## src/design/metronome_beat_phase_timer_defines.svh

```systemverilog
// assertion macros for the metronome beat phase timer
`ifndef METRONOME_BEAT_PHASE_TIMER_DEFINES_SVH
`define METRONOME_BEAT_PHASE_TIMER_DEFINES_SVH

`ifndef SYNTHESIS
`define MBPT_ASSERT(lbl, c, r, prop, msg) \
  lbl: assert property (@(posedge c) disable iff (!r) prop) else $error(msg);
`define MBPT_ASSERT_NXT(lbl, c, r, pre, post, msg) \
  lbl: assert property (@(posedge c) disable iff (!r) pre |=> post) else $error(msg);
`else
`define MBPT_ASSERT(lbl, c, r, prop, msg)
`define MBPT_ASSERT_NXT(lbl, c, r, pre, post, msg)
`endif

`endif

```

## src/design/mbpt_pkg.sv

```systemverilog
// types, constants and helpers shared by the metronome beat phase timer
package mbpt_pkg;

  localparam int TEMPO_W = 11;
  localparam int GAP_W   = 16;
  localparam int PHASE_W = 16;
  localparam int TP_W    = 6;
  localparam int VAL_W   = 12;
  localparam int TSUM_W  = VAL_W + 1;

  localparam int BAR_LEDS    = 8;
  localparam int RING_LEDS   = 17;
  localparam int COLOR_SLOTS = 8;
  localparam int BAR_W       = 3;
  localparam int RING_W      = 5;
  localparam int COLOR_W     = 3;

  localparam int SLOT_MAX = (BAR_LEDS > RING_LEDS) ?
                            ((BAR_LEDS > COLOR_SLOTS) ? BAR_LEDS : COLOR_SLOTS) :
                            ((RING_LEDS > COLOR_SLOTS) ? RING_LEDS : COLOR_SLOTS);
  localparam int DIV_W = PHASE_W + $clog2(SLOT_MAX + 1);
  localparam int CNT_W = $clog2(DIV_W);

  localparam int TEMPO_MIN   = 1;
  localparam int TEMPO_MAX   = 1200;
  localparam int TEMPO_RST   = 60;
  localparam int MS_PER_MIN  = 60000;
  localparam int GAP_RST     = MS_PER_MIN / TEMPO_RST;
  localparam int TP_RST      = 16;
  localparam int WINDOW_DIV  = 25;
  localparam int WIN_W       = PHASE_W + $clog2(WINDOW_DIV);

  typedef enum logic [1:0] {
    ACT_TICK   = 2'd0,
    ACT_ADJUST = 2'd1,
    ACT_SET    = 2'd2,
    ACT_NOP    = 2'd3
  } action_t;

  typedef enum logic [2:0] {
    ST_IDLE,
    ST_WRAP,
    ST_GAP_LOAD,
    ST_GAP_RUN,
    ST_GAP_SAVE,
    ST_IDX_LOAD,
    ST_IDX_RUN,
    ST_DONE
  } state_t;

  typedef struct packed {
    logic [1:0]              action;
    logic signed [VAL_W-1:0] value;
  } in_beat_t;

  typedef struct packed {
    logic [TEMPO_W-1:0] tempo_bpm;
    logic [GAP_W-1:0]   beat_gap_ms;
    logic [PHASE_W-1:0] phase_ms;
    logic               beat_window;
    logic [BAR_W-1:0]   bar_led_index;
    logic [RING_W-1:0]  ring_led_index;
    logic [COLOR_W-1:0] color_index;
  } out_beat_t;

  typedef struct packed {
    logic accept;
    logic wrap_step;
    logic gap_sel;
    logic div_load;
    logic div_step;
    logic gap_save;
    logic out_load;
  } ctrl_t;

  function automatic logic [TEMPO_W-1:0] clamp_tempo(input logic signed [TSUM_W-1:0] t);
    logic [TEMPO_W-1:0] res;
    if (t < $signed(TSUM_W'(TEMPO_MIN))) begin
      res = TEMPO_W'(TEMPO_MIN);
    end else if (t > $signed(TSUM_W'(TEMPO_MAX))) begin
      res = TEMPO_W'(TEMPO_MAX);
    end else begin
      res = t[TEMPO_W-1:0];
    end
    return res;
  endfunction

endpackage

```

## src/design/mbpt_div_lane.sv

```systemverilog
// bit-serial restoring divider lane, one quotient bit per step
module mbpt_div_lane (
  input  logic                       clk,
  input  logic                       load,
  input  logic                       step,
  input  logic [mbpt_pkg::DIV_W-1:0] dividend,
  input  logic [mbpt_pkg::GAP_W-1:0] divisor,
  output logic [mbpt_pkg::DIV_W-1:0] quotient
);

  logic [mbpt_pkg::GAP_W-1:0] rem_r, rem_nxt;
  logic [mbpt_pkg::GAP_W-1:0] dvs_r, dvs_nxt;
  logic [mbpt_pkg::DIV_W-1:0] quo_r, quo_nxt;
  logic [mbpt_pkg::GAP_W:0]   trial;
  logic [mbpt_pkg::GAP_W+1:0] diff;
  logic                       fits;

  always_comb begin
    trial = {rem_r, quo_r[mbpt_pkg::DIV_W-1]};
    diff  = {1'b0, trial} - {2'b00, dvs_r};
    fits  = !diff[mbpt_pkg::GAP_W+1];
  end

  always_comb begin
    rem_nxt = rem_r;
    dvs_nxt = dvs_r;
    quo_nxt = quo_r;
    if (load) begin
      rem_nxt = '0;
      dvs_nxt = divisor;
      quo_nxt = dividend;
    end else if (step) begin
      // remainder stays below the divisor, so both picks fit
      rem_nxt = fits ? diff[mbpt_pkg::GAP_W-1:0] : trial[mbpt_pkg::GAP_W-1:0];
      quo_nxt = {quo_r[mbpt_pkg::DIV_W-2:0], fits};
    end
  end

  always_ff @(posedge clk) begin
    rem_r <= rem_nxt;
    dvs_r <= dvs_nxt;
    quo_r <= quo_nxt;
  end

  assign quotient = quo_r;

endmodule

```

## src/design/mbpt_ctrl.sv

```systemverilog
// sequencer for item intake, phase wrap and the serial divide runs
module mbpt_ctrl (
  input  logic            clk,
  input  logic            rst_n,
  input  logic            in_valid,
  input  logic [1:0]      in_action,
  input  logic            wrap_ge,
  input  logic            out_valid,
  input  logic            out_ready,
  output logic            in_ready,
  output mbpt_pkg::ctrl_t ctrl
);

  mbpt_pkg::state_t           state_r, state_nxt;
  logic [mbpt_pkg::CNT_W-1:0] cnt_r, cnt_nxt;
  logic                       cnt_last;
  logic                       out_free;

  assign cnt_last = (cnt_r == mbpt_pkg::CNT_W'(mbpt_pkg::DIV_W - 1));
  assign out_free = !out_valid || out_ready;

  always_comb begin
    state_nxt = state_r;
    case (state_r)
      mbpt_pkg::ST_IDLE: begin
        if (in_valid) begin
          case (mbpt_pkg::action_t'(in_action))
            mbpt_pkg::ACT_TICK:   state_nxt = mbpt_pkg::ST_WRAP;
            mbpt_pkg::ACT_ADJUST: state_nxt = mbpt_pkg::ST_GAP_LOAD;
            mbpt_pkg::ACT_SET:    state_nxt = mbpt_pkg::ST_GAP_LOAD;
            default:              state_nxt = mbpt_pkg::ST_IDX_LOAD;
          endcase
        end
      end
      mbpt_pkg::ST_WRAP: begin
        if (!wrap_ge) state_nxt = mbpt_pkg::ST_IDX_LOAD;
      end
      mbpt_pkg::ST_GAP_LOAD: state_nxt = mbpt_pkg::ST_GAP_RUN;
      mbpt_pkg::ST_GAP_RUN: begin
        if (cnt_last) state_nxt = mbpt_pkg::ST_GAP_SAVE;
      end
      mbpt_pkg::ST_GAP_SAVE: state_nxt = mbpt_pkg::ST_IDX_LOAD;
      mbpt_pkg::ST_IDX_LOAD: state_nxt = mbpt_pkg::ST_IDX_RUN;
      mbpt_pkg::ST_IDX_RUN: begin
        if (cnt_last) state_nxt = mbpt_pkg::ST_DONE;
      end
      mbpt_pkg::ST_DONE: begin
        if (out_free) state_nxt = mbpt_pkg::ST_IDLE;
      end
      default: state_nxt = mbpt_pkg::ST_IDLE;
    endcase
  end

  always_comb begin
    in_ready = 1'b0;
    ctrl     = '0;
    case (state_r)
      mbpt_pkg::ST_IDLE: begin
        in_ready    = 1'b1;
        ctrl.accept = in_valid;
      end
      mbpt_pkg::ST_WRAP:     ctrl.wrap_step = 1'b1;
      mbpt_pkg::ST_GAP_LOAD: begin
        ctrl.gap_sel  = 1'b1;
        ctrl.div_load = 1'b1;
      end
      mbpt_pkg::ST_GAP_RUN:  ctrl.div_step = 1'b1;
      mbpt_pkg::ST_GAP_SAVE: ctrl.gap_save = 1'b1;
      mbpt_pkg::ST_IDX_LOAD: ctrl.div_load = 1'b1;
      mbpt_pkg::ST_IDX_RUN:  ctrl.div_step = 1'b1;
      mbpt_pkg::ST_DONE:     ctrl.out_load = out_free;
      default: ;
    endcase
  end

  always_comb begin
    cnt_nxt = cnt_r;
    if (ctrl.div_load) begin
      cnt_nxt = '0;
    end else if (ctrl.div_step) begin
      cnt_nxt = cnt_r + 1'b1;
    end
  end

  always_ff @(posedge clk) begin
    if (!rst_n) begin
      state_r <= mbpt_pkg::ST_IDLE;
      cnt_r   <= '0;
    end else begin
      state_r <= state_nxt;
      cnt_r   <= cnt_nxt;
    end
  end

endmodule

```

## src/design/metronome_beat_phase_timer.sv

```systemverilog
// Metronome beat phase timer: tempo, beat period and phase within the beat.
// Input channel (in_valid/in_ready/in_beat) takes one beat per item: a tick
// advances the phase by the tick period and wraps it at the beat period;
// adjust and set change the tempo (held to 1..1200), recompute the period
// as 60000 / tempo and clear the phase. Every item yields one result beat on
// out_valid/out_ready with the tempo, period, phase, beat window flag and
// the bar, ring and color indices taken from the updated state.
// cfg_valid/cfg_ready/cfg_data writes the tick period; write it while idle.
// After accept, an unused action code goes straight to the index divide,
// a tick first runs one to three wrap steps, a tempo change the period divide.
// The indices come from three 21-step bit-serial divider lanes run side by
// side; a tempo change first runs the period divide in the bar lane. One
// item occupies the block until its result enters the output register, and
// the next item is taken right after.
// The result sits in an output register, so a new item is accepted while
// the receiver stalls; only the next result waits until that one is taken.
// Reset (rst_n low, synchronous) sets tempo 60, period 1000, phase 0 and
// tick period 16, and drops out_valid.
`include "metronome_beat_phase_timer_defines.svh"

module metronome_beat_phase_timer (
  input  logic                      clk,
  input  logic                      rst_n,
  input  logic                      in_valid,
  output logic                      in_ready,
  input  mbpt_pkg::in_beat_t        in_beat,
  output logic                      out_valid,
  input  logic                      out_ready,
  output mbpt_pkg::out_beat_t       out_beat,
  input  logic                      cfg_valid,
  output logic                      cfg_ready,
  input  logic [mbpt_pkg::TP_W-1:0] cfg_data
);

  mbpt_pkg::ctrl_t ctrl;

  logic [mbpt_pkg::TP_W-1:0]    tp_r, tp_nxt;
  logic [mbpt_pkg::TEMPO_W-1:0] tempo_r, tempo_nxt;
  logic [mbpt_pkg::GAP_W-1:0]   gap_r, gap_nxt;
  logic [mbpt_pkg::PHASE_W-1:0] phase_r, phase_nxt;
  logic [mbpt_pkg::PHASE_W:0]   sum_r, sum_nxt;
  logic                         out_valid_r, out_valid_nxt;
  mbpt_pkg::out_beat_t          out_beat_r, out_beat_nxt;

  logic                                wrap_ge;
  logic signed [mbpt_pkg::TSUM_W-1:0]  tsum;
  logic [mbpt_pkg::DIV_W-1:0]          phase_ext;
  logic [mbpt_pkg::DIV_W-1:0]          bar_div, ring_div, color_div;
  logic [mbpt_pkg::GAP_W-1:0]          bar_dvs;
  logic [mbpt_pkg::DIV_W-1:0]          bar_q, ring_q, color_q;
  logic [mbpt_pkg::WIN_W-1:0]          win_prod;
  logic                                win_flag;
  logic                                tempo_ok;
  logic                                out_free;
  logic                                in_fire;

  mbpt_ctrl u_ctrl (
    .clk       (clk),
    .rst_n     (rst_n),
    .in_valid  (in_valid),
    .in_action (in_beat.action),
    .wrap_ge   (wrap_ge),
    .out_valid (out_valid_r),
    .out_ready (out_ready),
    .in_ready  (in_ready),
    .ctrl      (ctrl)
  );

  assign phase_ext = {{(mbpt_pkg::DIV_W - mbpt_pkg::PHASE_W){1'b0}}, phase_r};
  // bar lane doubles as the period divider on a tempo change
  assign bar_div   = ctrl.gap_sel ? mbpt_pkg::DIV_W'(mbpt_pkg::MS_PER_MIN)
                                  : mbpt_pkg::DIV_W'(mbpt_pkg::BAR_LEDS) * phase_ext;
  assign bar_dvs   = ctrl.gap_sel ? {{(mbpt_pkg::GAP_W - mbpt_pkg::TEMPO_W){1'b0}}, tempo_r}
                                  : gap_r;
  assign ring_div  = mbpt_pkg::DIV_W'(mbpt_pkg::RING_LEDS) * phase_ext;
  assign color_div = mbpt_pkg::DIV_W'(mbpt_pkg::COLOR_SLOTS) * phase_ext;

  mbpt_div_lane u_bar_lane (
    .clk      (clk),
    .load     (ctrl.div_load),
    .step     (ctrl.div_step),
    .dividend (bar_div),
    .divisor  (bar_dvs),
    .quotient (bar_q)
  );

  mbpt_div_lane u_ring_lane (
    .clk      (clk),
    .load     (ctrl.div_load),
    .step     (ctrl.div_step),
    .dividend (ring_div),
    .divisor  (gap_r),
    .quotient (ring_q)
  );

  mbpt_div_lane u_color_lane (
    .clk      (clk),
    .load     (ctrl.div_load),
    .step     (ctrl.div_step),
    .dividend (color_div),
    .divisor  (gap_r),
    .quotient (color_q)
  );

  assign wrap_ge   = (sum_r >= {1'b0, gap_r});
  assign cfg_ready = in_ready;

  assign win_prod = mbpt_pkg::WIN_W'(mbpt_pkg::WINDOW_DIV) *
                    {{(mbpt_pkg::WIN_W - mbpt_pkg::PHASE_W){1'b0}}, phase_r};
  assign win_flag = (win_prod < {{(mbpt_pkg::WIN_W - mbpt_pkg::GAP_W){1'b0}}, gap_r});

  always_comb begin
    if (mbpt_pkg::action_t'(in_beat.action) == mbpt_pkg::ACT_ADJUST) begin
      tsum = $signed({2'b00, tempo_r}) + $signed({in_beat.value[mbpt_pkg::VAL_W-1],
                                                  in_beat.value});
    end else begin
      tsum = $signed({in_beat.value[mbpt_pkg::VAL_W-1], in_beat.value});
    end
  end

  always_comb begin
    tp_nxt        = tp_r;
    tempo_nxt     = tempo_r;
    gap_nxt       = gap_r;
    phase_nxt     = phase_r;
    sum_nxt       = sum_r;
    out_valid_nxt = out_valid_r;
    out_beat_nxt  = out_beat_r;

    if (cfg_valid && cfg_ready) tp_nxt = cfg_data;

    if (ctrl.accept) begin
      case (mbpt_pkg::action_t'(in_beat.action))
        mbpt_pkg::ACT_TICK: begin
          sum_nxt = {1'b0, phase_r} + {{(mbpt_pkg::PHASE_W + 1 - mbpt_pkg::TP_W){1'b0}}, tp_r};
        end
        mbpt_pkg::ACT_ADJUST, mbpt_pkg::ACT_SET: begin
          tempo_nxt = mbpt_pkg::clamp_tempo(tsum);
          phase_nxt = '0;
        end
        default: ;
      endcase
    end

    // at most a couple of subtractions, since the phase stays below the period
    if (ctrl.wrap_step) begin
      if (wrap_ge) begin
        sum_nxt = sum_r - {1'b0, gap_r};
      end else begin
        phase_nxt = sum_r[mbpt_pkg::PHASE_W-1:0];
      end
    end

    if (ctrl.gap_save) gap_nxt = bar_q[mbpt_pkg::GAP_W-1:0];

    if (ctrl.out_load) begin
      out_valid_nxt               = 1'b1;
      out_beat_nxt.tempo_bpm      = tempo_r;
      out_beat_nxt.beat_gap_ms    = gap_r;
      out_beat_nxt.phase_ms       = phase_r;
      out_beat_nxt.beat_window    = win_flag;
      out_beat_nxt.bar_led_index  = bar_q[mbpt_pkg::BAR_W-1:0];
      out_beat_nxt.ring_led_index = ring_q[mbpt_pkg::RING_W-1:0];
      out_beat_nxt.color_index    = color_q[mbpt_pkg::COLOR_W-1:0];
    end else if (out_ready) begin
      out_valid_nxt = 1'b0;
    end
  end

  always_ff @(posedge clk) begin
    if (!rst_n) begin
      tp_r        <= mbpt_pkg::TP_W'(mbpt_pkg::TP_RST);
      tempo_r     <= mbpt_pkg::TEMPO_W'(mbpt_pkg::TEMPO_RST);
      gap_r       <= mbpt_pkg::GAP_W'(mbpt_pkg::GAP_RST);
      phase_r     <= '0;
      out_valid_r <= 1'b0;
    end else begin
      tp_r        <= tp_nxt;
      tempo_r     <= tempo_nxt;
      gap_r       <= gap_nxt;
      phase_r     <= phase_nxt;
      out_valid_r <= out_valid_nxt;
    end
  end

  always_ff @(posedge clk) begin
    sum_r      <= sum_nxt;
    out_beat_r <= out_beat_nxt;
  end

  assign out_valid = out_valid_r;
  assign out_beat  = out_beat_r;

  assign tempo_ok = (tempo_r >= mbpt_pkg::TEMPO_W'(mbpt_pkg::TEMPO_MIN)) &&
                    (tempo_r <= mbpt_pkg::TEMPO_W'(mbpt_pkg::TEMPO_MAX));
  assign out_free = !out_valid_r || out_ready;
  assign in_fire  = in_valid && in_ready;

  `MBPT_ASSERT(a_phase_below_gap, clk, rst_n, in_ready |-> (phase_r < gap_r), "phase past period")
  `MBPT_ASSERT(a_tempo_range, clk, rst_n, tempo_ok, "tempo out of range")
  `MBPT_ASSERT(a_no_overwrite, clk, rst_n, ctrl.out_load |-> out_free, "result overwritten")
  `MBPT_ASSERT_NXT(a_busy_after_accept, clk, rst_n, in_fire, !in_ready, "beat taken while busy")

endmodule

```

## config.mk

```make
export PLATFORM = sky130hd
export DESIGN_NAME = metronome_beat_phase_timer
export DESIGN_NICKNAME = d
export VERILOG_FILES = /design/src/design/mbpt_pkg.sv /design/src/design/mbpt_div_lane.sv /design/src/design/mbpt_ctrl.sv /design/src/design/metronome_beat_phase_timer.sv
export VERILOG_INCLUDE_DIRS = /design/src /design/src/design
export SDC_FILE = /design/constraint.sdc
export NUM_CORES = 1
export LEC_CHECK = 0
export BUFFER_PORTS_ARGS = -buffer_cell sky130_fd_sc_hd__buf_2
export CAP_MARGIN = 10
export CORE_AREA = 2 2 163 165
export CTS_CLUSTER_SIZE = 40
export DETAILED_ROUTE_END_ITERATION = 7
export DIE_AREA = 0 0 165 167
export HOLD_SLACK_MARGIN = 0.02
export PLACE_DENSITY = 0.85
export SLEW_MARGIN = 20
export SYNTH_ARGS = -nofsm -noshare
export SYNTH_HDL_FRONTEND = slang
export SYNTH_SLANG_ARGS = --single-unit
```

## constraint.sdc

```tcl
create_clock -name clk -period 10.2 [get_ports clk]
set_input_delay 2.04 -clock clk [delete_from_list [all_inputs] [get_ports clk]]
set_output_delay 2.04 -clock clk [all_outputs]
set_load 0.1 [all_outputs]
```

# == Word level (Yosys, flattened, before mapping) ==
# Cells that the tools add are included.
# totals
register_bits,273
inputBits,25
out_inout_bits,58
# op_classes
addsub,7
multipliers,2
n_lt_le_gt_ge,4
n_eq_ne,15
muxes,39
bitwise,1
reduce_logical,16
# ops
operator,n
$mux W16,7
$mux W21,4
$mux W17,4
$mux W19,3
$sub A17 B16 Y18,3
$mul A5 B16 Y21 const A,2
$mux W11,3
$pmux W3 S8,1
$lt A21 B16 Y1,1
$add A16 B6 Y17,1
$ge A17 B16 Y1,1
$sub A17 B16 Y17,1
$mux W3,5
$add A12 B12 Y13,1
$gt A13 B12 Y1 const B,1
$lt A13 B2 Y1 const B,1
$mux W13,1
$eq A3 B3 Y1 const B,4
$mux W1,10
$reduce_or A2 Y1,4
$eq A3 B2 Y1 const B,2
$ne A2 B2 Y1 const B,3
$pmux W3 S2,1
$add A5 B1 Y5 const B,1
other kinds (14),19

# == Depth between registers and ports, before layout ==
# Gate-level depths: netlist of run 1.
# depth
ltp_word,6
depth_mapped,18
mapped_depth_nobuf,18

# == Hierarchy ==
# A second synthesis of run 1 with hierarchy kept.
# hier_totals
hier_cells,1842
hier_area_um2,18550.3
# by_module_without_submodules
mod,instances,cells_per_inst,area_each_um2,seq_area_each_um2
metronome_beat_phase_timer,1,982,9093.7,2992.9
mbpt_div_lane,3,262,2964.1,1431.4
mbpt_ctrl,1,74,564.3,160.2

# == Worst setup path after synthesis of run 1 ==
# No wires, ideal clock.
# synth_path
kind,register to output
start,register u_ctrl.state_r[1]
end,output in_ready
arrival_time_ns,3.512
required_time_ns,8.160
slack_ns,4.648
stages_incl_launch_ff,4
cell_sequence,dfxtp_1 -> clkbuf_1 -> nor3_1 -> buf_4
# synth_between
elab_chain_cells,2
# synth_lines
element,line,rtl
from (decl),mbpt_ctrl.sv:14,"mbpt_pkg::state_t state_r, state_nxt;"
from (signal assigned),mbpt_ctrl.sv:87,state_r <= mbpt_pkg::ST_IDLE;
from (signal assigned),mbpt_ctrl.sv:90,state_r <= state_nxt;
$logic_not A3 Y1,mbpt_ctrl.sv:57,case (state_r)
$mux W1,mbpt_ctrl.sv:57,
to (decl),metronome_beat_phase_timer.sv:25,"output logic in_ready,"
# Every way passes these cells.

# == Worst setup path after layout of run 1 ==
# layout_path
start,register phase_r[3] in the netlist's numbering
end,"register out_beat_r, in the netlist out_beat[11], data pin"
# layout_between
elab_chain_cells,2
# layout_lines
element,line,rtl
from (decl),metronome_beat_phase_timer.sv:40,"logic [mbpt_pkg::PHASE_W-1:0] phase_r, phase_nxt;"
from (signal assigned),metronome_beat_phase_timer.sv:181,phase_r <= phase_nxt;
$mul A5 B16 Y21,metronome_beat_phase_timer.sv:108,assign win_prod = mbpt_pkg::WIN_W'(mbpt_pkg::WINDOW_DIV) *
$lt A21 B16 Y1,metronome_beat_phase_timer.sv:110,"assign win_flag = (win_prod < {{(mbpt_pkg::WIN_W - mbpt_pkg::GAP_W){1'b0}}, gap_r});"
net win_flag,metronome_beat_phase_timer.sv:52,logic win_flag;
to (signal assigned),metronome_beat_phase_timer.sv:188,out_beat_r <= out_beat_nxt;
to (decl),metronome_beat_phase_timer.sv:43,"mbpt_pkg::out_beat_t out_beat_r, out_beat_nxt;"
# The timed path passes the listed nets, and every way through them passes these cells.
# A chain may end at the register's enable or synchronous reset.

==> summary.txt, run 1 <==
GRT
  • Vias in the first global route: 13658
  • Largest net degree at the start of global routing: 104
  • First-pass GRT wire length: 68.8 mm
  • Initial antenna violation count: 0
  • GRT Util Overall: 0.312
  • GRT overflow: 0

Die
  • Width of the die: 165 um
  • Core ar.: 25800 um2
  • Rows: 59
  • Die area: 27600 um2
  • Starting Density: 0.660
  • # IOs: 83
  • Die span in y: 167 um

Synthesis
  • Area contributors post-synth: edfxtp_1, dfxtp_1, ha_1
  • Count leader, synth: nand2_1
  • Top cells by count, synth: nand2_1, ha_1, a21oi_1
  • Synth Area per Inst: 9.46 um2
  • Syn Nets: 2018
  • Post-synthesis sequential area ratio: 0.407
  • EDFF count, synth: 145
  • Warnings, synthesis: 0
  • Top FF cell, synth: edfxtp_1
  • Mapped Cells: 1797
  • Synth area leader: edfxtp_1
  • Synthesized flop and latch total: 273
  • Async SR Flop Fraction: 0
  • Yosys cell types: 90
  • Yosys top cell area share: 0.256
  • Synthesized area: 17000 um2

Final layout
  • Post-route cell area: 18800 um2
  • Layout Nets: 2082
  • Area grow syn2layout: 10.4%
  • Diodes inserted: 0
  • Layout cells sized above 1: 0.0945
  • Fillers: 1823

Detailed routing
  • DRT Pass-1 Iters: 8
  • DRC Markers: 0
  • Antenna Nets Post-Route: 0
  • Starting DRT DRC Count: 1345
  • Final WL: 42.7 mm
  • Avg Vias per Cell: 6.26
  • Total vias in the final route: 13885
  • WL per Instance: 19.3 um

Critical path
  • Worst Setup Start Kind: flop
  • Worst path cell trace: ha_1 -> ha_1 -> fa_1 -> ha_1 -> a21o_1 -> a21oi_1 -> o21bai_1 -> a21oi_1 -> xnor2_1 -> ha_1 -> or4_1 -> o2111ai_1 -> a21oi_1 -> o221a_2 -> a2111oi_0
  • Kind of cell adding the most delay to the critical path: adder cells
  • Max incr delay on CP: 0.57 ns
  • Slowest cell on crit path: dfxtp_1
  • Maximum fanout along the worst path: 9
  • Worst Setup SP: phase_r[3]
  • Worst path most repeated cell: ha_1
  • Setup crit end kind: flop
  • CP arrival: 4.98 ns
  • Buf/Inv on CP: 0
  • Critical path type: reg -> reg
  • R2R Path End: out_beat[11]
  • Crit path required time: 10.54 ns
  • Reg2reg setup slack: 5.57 ns
  • Worst Reg2Reg Path Length in Cells: 15
  • FF-to-FF Start: phase_r[3]

Outcome
  • Status: finished clean

Placed design
  • IO Port Bufs: 82
  • Placed cell areas: 17700 um2
  • GP Congestion: 0.948
  • DP Worst Slack: 5.16 ns
  • Post-DP HPWL: 29.5 mm

Timing
  • Fmax: 216 MHz
  • Min Clock Period, post-route: 4.63 ns
  • Worst slew margin: 0.326
  • Clk_skew: 0.0174 ns
  • Setup TNS: 0 ns
  • Slew Viols, Final: 0
  • Tcrit/Tclk final: 0.454
  • Unrepaired setup endpoints after global routing: false
  • Setup violators final: 0
  • Post-route setup slack: 5.57 ns
  • Worst-margin pin slew: 1.01 ns
  • Hold Fails Final Rpt: 0

Clock network
  • CTS Buffer Depth: 3
  • Root Driver: clkbuf_16
  • H-tree levels: 1
  • PostCTS Resize Cnt: 0
  • Clock Latency Late Sink: 0.57 ns
  • Clock sink count: 273
  • Postcts setup bufs: 0
  • CTS tree: built
  • CTS Hold Bufs: 0
  • CTS buffer count: 29
  • Clock-pin slew on the worst setup and hold paths: 0.06 ns

Power and ir drop
  • P_sw: 2.37 mW
  • Peak VDD IR: 0.000255 V
  • PwrDens: 303 nW/um2
  • Clk pwr share: 0.202
  • Comb pwr share: 0.468
  • Pint: 3.31 mW
  • Reg power frac: 0.330
  • Leakage Power: 8.05 nW
  • Sw Ratio: 0.418

Min path
  • Hold Path End: out_beat[6]
  • Hold path depth: 0
  • Worst hold path type: reg -> reg
  • Hold_sp: u_ring_lane.quotient[3]

Run
  • Max Cap Viol: 0
[placed cells by master (no fill, tap or decap), types with 21 or more instances in the layout]
cell,synthesis,routed
clkbuf_16,0,29
ha_1,178,178
mux2i_1,41,41
edfxtp_1,145,145
xor2_1,23,23
nand3_1,42,41
dfxtp_1,128,128
xnor2_1,57,57
o21a_1,22,22
nor3_1,27,27
inv_1,136,135
nand2_1,205,205
o21ai_0,107,107
a21oi_1,168,168
a21o_1,22,22
nor2_1,115,114
nand2b_1,21,21
buf_2,8,82
[state kept, by name, indices dropped and copies added, names as in the netlist, 17 cells and up]
| signal | flops |
|---|---|
| out_beat | 55 |
| u_color_lane.quotient | 21 |
| u_ring_lane.quotient | 21 |
| sum_r | 17 |
| u_bar_lane.quotient | 21 |
[metrics by stage]
step / hold WS [ns] / instances / utilization / total power [mW]
detailed placement: 0.437 / 2165 / 0.687 / 4.46
finish: 0.456 / 2219 / 0.728 / 5.68
floorplan: 0.425 / 1797 / - / 3.86
global placement: 0.438 / 2165 / 0.687 / 4.35
global route: 0.475 / 2219 / 0.728 / 6.05
CTS: 0.458 / 2219 / 0.727 / 5.64
[worst max-delay path by stage]
stage	cells past startpoint	end	slack (ns)
floorplan	3	in_ready	4.65
finish	15	out_beat[11]	5.57
global route	11	tempo_r[6]	5.36
global placement	11	tempo_r[5]	5.25
CTS	15	out_beat[11]	5.66
detailed placement	11	tempo_r[5]	5.16
[kinds of logic (layout without fill, tap and decap cells)]
family | after synthesis | count (layout) | share of synthesized area
fa+ha+maj | 196 | 196 | 0.152
xor+xnor | 80 | 80 | 0.0412
buf+inv | 198 | 285 | 0.0445
mux | 46 | 46 | 0.0275
simple gates | 496 | 496 | 0.132
compound gates | 508 | 508 | 0.195
flops | 273 | 273 | 0.407
[area by class of cell]
type | instances | area [um2] | area share
Timing Repair Buffer | 93 | 493 | 0.0263
Tap cell | 335 | 419 | 0.0223
Multi-Input combinational cell | 1326 | 9370 | 0.499
Clock inverter | 14 | 225 | 0.0120
Sequential cell | 273 | 6920 | 0.369
Inverter | 138 | 518 | 0.0276
Clock buffer | 40 | 818 | 0.0436
[power by group through the flow]
| stage | registers (mW) | clock network [mW] | logic, mW |
|---|---|---|---|
| 5_1_grt | 1.91 | 1.20 | 2.95 |
| 6_report | 1.87 | 1.15 | 2.66 |
| 3_3_place_gp | 1.86 | 0 | 2.48 |
| 3_5_place_dp | 1.88 | 0 | 2.58 |
| 2_1_floorplan | 1.85 | 0 | 2.01 |
| 4_1_cts | 1.87 | 1.16 | 2.62 |
[metal layers]
| layer | vias up | wire length (um) | global-route usage |
|---|---|---|---|
| met3 | 136 | 3430 | 0.0588 |
| li1 | 6624 | - | - |
| met4 | 0 | 1830 | 0.124 |
| met1 | 6585 | 17400 | 0.405 |
| met5 | - | 0 | 0 |
| met2 | 540 | 20000 | 0.513 |
Note: power is estimated with default switching activity, not from simulation.
==> run 2, diff against run 1 <==
- CORE_AREA: 2 2 163 165 -> 2 2 176 178
- DIE_AREA: 0 0 165 167 -> 0 0 178 180
- PLACE_DENSITY: 0.85 -> 0.77
- clock period: 10.2 -> 3.8 ns (I/O delays scaled with it)
==> run 2 against run 1 <==
Setup slack got worse by 5.5 ns. Non-clock buffer count increased by 48. Critical endpoint unchanged. Maximum frequency increased by 23%. Critical path depth is 3 higher. Via count grew 1.3%. Sequential cell count is the same. Largest cell class unchanged. Power rose to 2.7 times the previous value. Sequential power rose to 2.7 times the previous value. Global-route usage fell by 4.1 points. Cell count rose by 4.9%.
==> summary.txt, run 2 (same netlist as run 1, synthesis figures left out) <==
Clock network
  • CTS Buffer Depth: 3 (unchanged)
  • Root Driver: clkbuf_16
  • CTS tree: built
  • CTS Hold Bufs: 0 (unchanged)
  • H-tree levels: 1 (unchanged)
  • CTS buffer count: 29 (unchanged)
  • Clock-pin slew on the worst setup and hold paths: 0.06 ns (about the same)
  • Clock Latency Late Sink: 0.58 ns (about the same)
  • Clock sink count: 273 (unchanged)

Critical path
  • R2R Path End: out_beat[11]
  • Max incr delay on CP: 0.54 ns (-0.03 ns)
  • Worst path cell trace: ha_4 -> ha_4 -> inv_2 -> fa_1 -> inv_2 -> ha_4 -> buf_12 -> nor3_4 -> nor2_2 -> buf_4 -> o2111a_1 -> nor2_2 -> a21oi_2 -> xor2_1 -> ha_2 -> a21oi_2 -> o2111ai_2 -> a2111oi_4
  • Maximum fanout along the worst path: 4 (-5)
  • Kind of cell adding the most delay to the critical path: adder cells
  • Buf/Inv on CP: 4 (+4)
  • Critical path type: reg -> reg
  • Worst Reg2Reg Path Length in Cells: 18 (+3)
  • Worst path most repeated cell: ha_4
  • Crit path required time: 4.19 ns (-6.35 ns)
  • Worst Setup Start Kind: flop
  • Slowest cell on crit path: fa_1
  • Reg2reg setup slack: 0.03 ns (-5.54 ns)
  • FF-to-FF Start: phase_r[4]
  • Setup crit end kind: flop
  • CP arrival: 4.16 ns (-0.82 ns)

Timing
  • Worst-margin pin slew: 1.09 ns (+0.0786 ns)
  • Min Clock Period, post-route: 3.77 ns (-0.860 ns)
  • Setup TNS: 0 ns (unchanged)
  • Setup violators final: 0 (unchanged)
  • Post-route setup slack: 0.0253 ns (-5.54 ns)
  • Hold Fails Final Rpt: 0 (unchanged)
  • Tcrit/Tclk final: 0.993 (+0.539)
  • Fmax: 265 MHz (+23%)
  • Slew Viols, Final: 0 (unchanged)
  • Worst hold margin: 0.423 ns (-0.0334 ns)
  • Worst slew margin: 0.274 (-0.0516)
  • Clk_skew: 0.0149 ns (-0.00253 ns)

Run
  • Max Cap Viol: 0 (unchanged)

Die
  • Core ar.: 30200 um2 (+17%)
  • Rows: 64 (+8.5%)
  • Die area: 32000 um2 (+16%)
  • Starting Density: 0.563 (-0.0967)
  • Width of the die: 178 um (+7.9%)
  • Die span in y: 180 um (+7.8%)
  • # IOs: 83 (unchanged)

Detailed routing
  • Total vias in the final route: 14067 (+1.3%)
  • DRC Markers: 0 (unchanged)
  • Met2 wire length: 20.7 mm (+3.3%)
  • Starting DRT DRC Count: 1238 (-8.0%)
  • Highest metal used: met4
  • Antenna Nets Post-Route: 0 (unchanged)
  • Final WL: 44.3 mm (+3.6%)
  • DRT Pass-1 Iters: 5 (-3)
  • Met3 Routed Length: 2.93 mm (-15%)
  • Avg Vias per Cell: 6.05 (-3.4%)
  • M1 wire length: 18.6 mm (+6.7%)
  • WL per Instance: 19.0 um (-1.2%)

Final layout
  • Max FFs per register: 55 (unchanged)
  • Most common cell after layout, fill and taps aside: nand2_1
  • Final core occ: 0.647 (-0.0814)
  • Layout Nets: 2130 (+2.3%)
  • Area grow syn2layout: 14.9%
  • Layout cells sized above 1: 0.146 (+0.0516)
  • Commonest non-fill, non-tap cells in the layout: nand2_1, a21oi_1, ha_1
  • Diodes inserted: 0 (unchanged)

GRT
  • GRT overflow: 0 (unchanged)
  • GRT Util Overall: 0.271 (-0.0410)
  • Vias in the first global route: 13791 (+0.97%)
  • Initial antenna violation count: 0 (unchanged)
  • Largest net degree at the start of global routing: 104 (unchanged)
  • First-pass GRT wire length: 69.6 mm (+1.3%)

Placed design
  • Post-DP HPWL: 30.9 mm (+4.6%)
  • IO Port Bufs: 82 (unchanged)
  • DP Worst Slack: -0.147 ns (-5.31 ns)
  • GP Congestion: 0.905 (-4.5%)

Power and ir drop
  • PwrDens: 786 nW/um2 (+160%)
  • Peak VDD IR: 0.000557 V (+120%)
  • Leakage Power: 8.23 nW (+2.3%)

Outcome
  • Status: finished clean

Min path
  • Hold_sp: cfg_data[2]
  • Hold path depth: 3 (+3)
  • Hold Path End: tp_r[2]
  • Worst hold path type: in -> reg
[run 2: cell count changes in the layout (fill, tap and decap cells not counted), moves of 6 or more]
cell     delta
inv_1       -6
inv_2       +6
buf_4      +44
dfxtp_1     -6
ha_4       +16
ha_1       -23
ha_2        +7
[run 2: final cells by class]
type | instances | area [um2]
Clock buffer | 32 | 737
Fill cell | 2369 | 10700
Timing Repair Buffer | 141 | 895
Multi-Input combinational cell | 1326 | 9700
Sequential cell | 273 | 6940
Tap cell | 396 | 495
Clock inverter | 21 | 236
Inverter | 138 | 518
[run 2: how the worst max path moves through the flow]
stage	from	end	cells after the start
2_1_floorplan	phase_r[2]	out_beat[11]	15
5_1_grt	phase_r[4]	out_beat[11]	18
6_report	phase_r[4]	out_beat[11]	18
4_1_cts	phase_r[3]	out_beat[11]	14
3_3_place_gp	phase_r[2]	out_beat[11]	15
3_5_place_dp	phase_r[2]	out_beat[11]	15
[run 2: power by group]
group / leakage [nW] / switching, mW / internal, mW
registers: 2.39 / 0.610 / 4.37
logic: 5.38 / 4.58 / 2.86
clock network: 0.459 / 1.23 / 1.68
total: 8.23 / 6.42 / 8.91
[run 2: what timing repair did]
item                                    in CTS  in global routing
pin swaps                                   29                 31
resized for setup                           31                 32
endpoints found under the setup margin       1                  1
buffers inserted                             3                  4
[run 2: stage by stage]
step           instances  total power, mW  instance area [um2]
2_1_floorplan       1797             10.4                17000
3_3_place_gp        2267             11.9                18100
3_5_place_dp        2267             12.1                18100
4_1_cts             2323             15.2                19300
5_1_grt             2327             16.3                19500
6_report            2327             15.3                19500
[run 2: tightest hold or removal path, stage by stage]
cell and delay, ns:
buf_2 0.09, nand2_1 0.04, a21oi_1 0.05
[run 2: metal layers]
| layer | GRT usage | vias up |
|---|---|---|
| li1 | - | 6739 |
| met1 | 0.350 | 6700 |
| met2 | 0.450 | 491 |
| met3 | 0.0421 | 137 |
| met4 | 0.115 | 0 |
| met5 | 0 | - |
==> run 3, diff against run 2 <==
- CTS_BUF_LIST: default -> sky130_fd_sc_hd__clkbuf_8 sky130_fd_sc_hd__clkbuf_16
==> run 3 against run 2 <==
Count of clock-buffer cells in the layout shrank 3. Clock power about the same. Sequential share of layout area is the same. Maximum frequency hardly changed. Combinational power hardly changed. Via count about the same. Register-to-register slack hardly changed. Cell area did not move. Critical path type unchanged. Highest routed layer unchanged.
==> summary.txt, run 3 (same netlist as run 1, synthesis figures left out) <==
Outcome
  • Status: finished clean

Final layout
  • Most common cell after layout, fill and taps aside: nand2_1
  • Max FFs per register: 55 (unchanged)
  • Layout cells sized above 1: 0.146 (unchanged)
  • Non-filler instance count after layout: 2327 (unchanged)
  • Area grow syn2layout: 14.9% (unchanged)
  • Fillers: 2369 (unchanged)
  • Commonest non-fill, non-tap cells in the layout: nand2_1, a21oi_1, ha_1
  • Diodes inserted: 0 (unchanged)
  • Layout Nets: 2130 (unchanged)

GRT
  • GRT overflow: 0 (unchanged)
  • Vias in the first global route: 13791 (unchanged)
  • Largest net degree at the start of global routing: 104 (unchanged)
  • Most Used Layer, Global Route: met2
  • Met2 GRT Util: 0.450 (unchanged)
  • Grt met1 use: 0.350 (unchanged)
  • First-pass GRT wire length: 69.6 mm (unchanged)
  • Met3 Resource Use GR: 0.0421 (unchanged)
  • GRT Util Overall: 0.271 (unchanged)
  • Initial antenna violation count: 0 (unchanged)

Timing
  • Slew Viols, Final: 0 (unchanged)
  • Worst slew margin: 0.278 (+0.00377)
  • Worst-margin pin slew: 1.08 ns (-0.00565 ns)
  • Setup TNS: 0 ns (unchanged)
  • Post-route setup slack: 0.0240 ns (-0.00128 ns)
  • Hold Fails Final Rpt: 0 (unchanged)
  • Fmax: 265 MHz (about the same)
  • Worst hold margin: 0.423 ns (+0.0000290 ns)
  • Setup violators final: 0 (unchanged)
  • Min Clock Period, post-route: 3.78 ns (+0.00128 ns)
  • Tcrit/Tclk final: 0.994 (about the same)
  • Clk_skew: 0.0125 ns (-0.00242 ns)

Critical path
  • Setup crit end kind: flop
  • Worst path most repeated cell: ha_4
  • Crit path required time: 4.19 ns (about the same)
  • Worst path cell trace: ha_4 -> ha_4 -> inv_2 -> fa_1 -> inv_2 -> ha_4 -> buf_12 -> nor3_4 -> nor2_2 -> buf_4 -> o2111a_1 -> nor2_2 -> a21oi_2 -> xor2_1 -> ha_2 -> a21oi_2 -> o2111ai_2 -> a2111oi_4
  • Buf/Inv on CP: 4 (unchanged)
  • Max incr delay on CP: 0.53 ns (about the same)
  • Slowest cell on crit path: fa_1
  • CP arrival: 4.16 ns (about the same)
  • Critical path type: reg -> reg
  • Maximum fanout along the worst path: 4 (unchanged)
  • Worst Setup Start Kind: flop
  • Kind of cell adding the most delay to the critical path: adder cells

Power and ir drop
  • Peak VDD IR: 0.000555 V (-0.36%)
  • Leakage Power: 8.24 nW (+0.15%)
  • Pint: 8.90 mW (about the same)
  • Reg power frac: 0.325 (about the same)
  • Clk pwr share: 0.190 (about the same)
  • Sw Ratio: 0.419 (+0.000531)
  • Comb pwr share: 0.485 (about the same)
  • Pwr Total: 15.3 mW (about the same)
  • PwrDens: 786 nW/um2 (about the same)
  • P_sw: 6.43 mW (+0.12%)

Detailed routing
  • WL per Instance: 19.0 um (about the same)
  • DRC Markers: 0 (unchanged)
  • Total vias in the final route: 14062 (-0.036%)
  • Final WL: 44.3 mm (about the same)
  • Avg Vias per Cell: 6.04 (about the same)
  • Starting DRT DRC Count: 1200 (-3.1%)
  • DRT Pass-1 Iters: 6 (+1)
  • Antenna Nets Post-Route: 0 (unchanged)

Clock network
  • CTS tree: built
  • Root Driver: clkbuf_16
  • CTS buffer count: 29 (unchanged)
  • Clock-pin slew on the worst setup and hold paths: 0.06 ns (about the same)
  • CTS Hold Bufs: 0 (unchanged)
  • Clock Latency Late Sink: 0.57 ns (about the same)
  • Clock sink count: 273 (unchanged)
  • CTS Buffer Depth: 3 (unchanged)
  • H-tree levels: 1 (unchanged)

Placed design
  • IO Port Bufs: 82 (unchanged)
  • GP Congestion: 0.905 (unchanged)
  • Dpl cells: 2267 (unchanged)
  • DP Worst Slack: -0.147 ns (unchanged)
  • Post-DP HPWL: 30.9 mm (unchanged)

Die
  • Width of the die: 178 um (unchanged)
  • Starting Density: 0.563 (unchanged)
  • Rows: 64 (unchanged)
  • Die area: 32000 um2 (unchanged)
  • # IOs: 83 (unchanged)
  • Die span in y: 180 um (unchanged)
  • Core ar.: 30200 um2 (unchanged)

Run
  • Max Cap Viol: 0 (unchanged)

Min path
  • Worst hold path type: in -> reg
==> run 3: cell types whose count changed in the layout (fill, tap and decap cells not counted) <==
cell | previous run | this run
clkbuf_1 | 3 | 0
inv_1 | 129 | 132
==> run 3: repair_timing <==
action,4_1_cts,5_1_grt
gates resized for setup,31,32
pin swaps,29,31
endpoints found under the setup margin,1,1
buffers inserted,3,4
gates cloned,0,0
==> run 3: power groups by stage <==
stage	Combinational [mW]	Sequential, mW	Clock, mW
CTS	7.25	4.97	2.95
global placement	6.88	4.98	0
floorplan	5.41	4.97	0
global route	8.21	5.07	3.05
finish	7.44	4.99	2.91
detailed placement	7.14	5.01	0
==> run 3: final timing paths <==
kind | start | to | slack [ns] | depth (start not counted)
max | phase_r[4] | out_beat[11] | 0.02 | 18
min | cfg_data[2] | tp_r[2] | 0.42 | 3
max reg2reg | phase_r[4] | out_beat[11] | 0.02 | 18
min reg2reg | u_ring_lane.quotient[4] | out_beat[7] | 0.45 | 0
==> run 3: layout make-up <==
type	instances	area, um2	share of cell area
Multi-Input combinational cell	1326	9700	0.497
Sequential cell	273	6940	0.355
Timing Repair Buffer	141	895	0.0458
Clock buffer	29	726	0.0372
Inverter	138	518	0.0265
Tap cell	396	495	0.0254
Clock inverter	24	248	0.0127
==> run 3: worst register-to-register path: stages (launching register included) <==
cell and delay [ns]:
dfxtp_4 0.37, ha_4 0.26, ha_4 0.26, inv_2 0.03, fa_1 0.54, inv_2 0.07
ha_4 0.18, buf_12 0.13, nor3_4 0.19, nor2_2 0.08, buf_4 0.14, o2111a_1 0.14
nor2_2 0.12, a21oi_2 0.09, xor2_1 0.18, ha_2 0.18, a21oi_2 0.13, o2111ai_2 0.14
a2111oi_4 0.37
==> run 3: through the flow <==
step,utilization,cell area (um2)
final,0.647,19500
after global routing,0.647,19500
after CTS,0.640,19300
after detailed placement,0.601,18100
after global placement,0.601,18100
after floorplan,-,17000
==> run 3: metal layers <==
metal / up-vias / wire (um)
li1: 6745 / -
met1: 6686 / 18600
met2: 504 / 20800
met3: 127 / 2850
met4: 0 / 1970
met5: - / 0
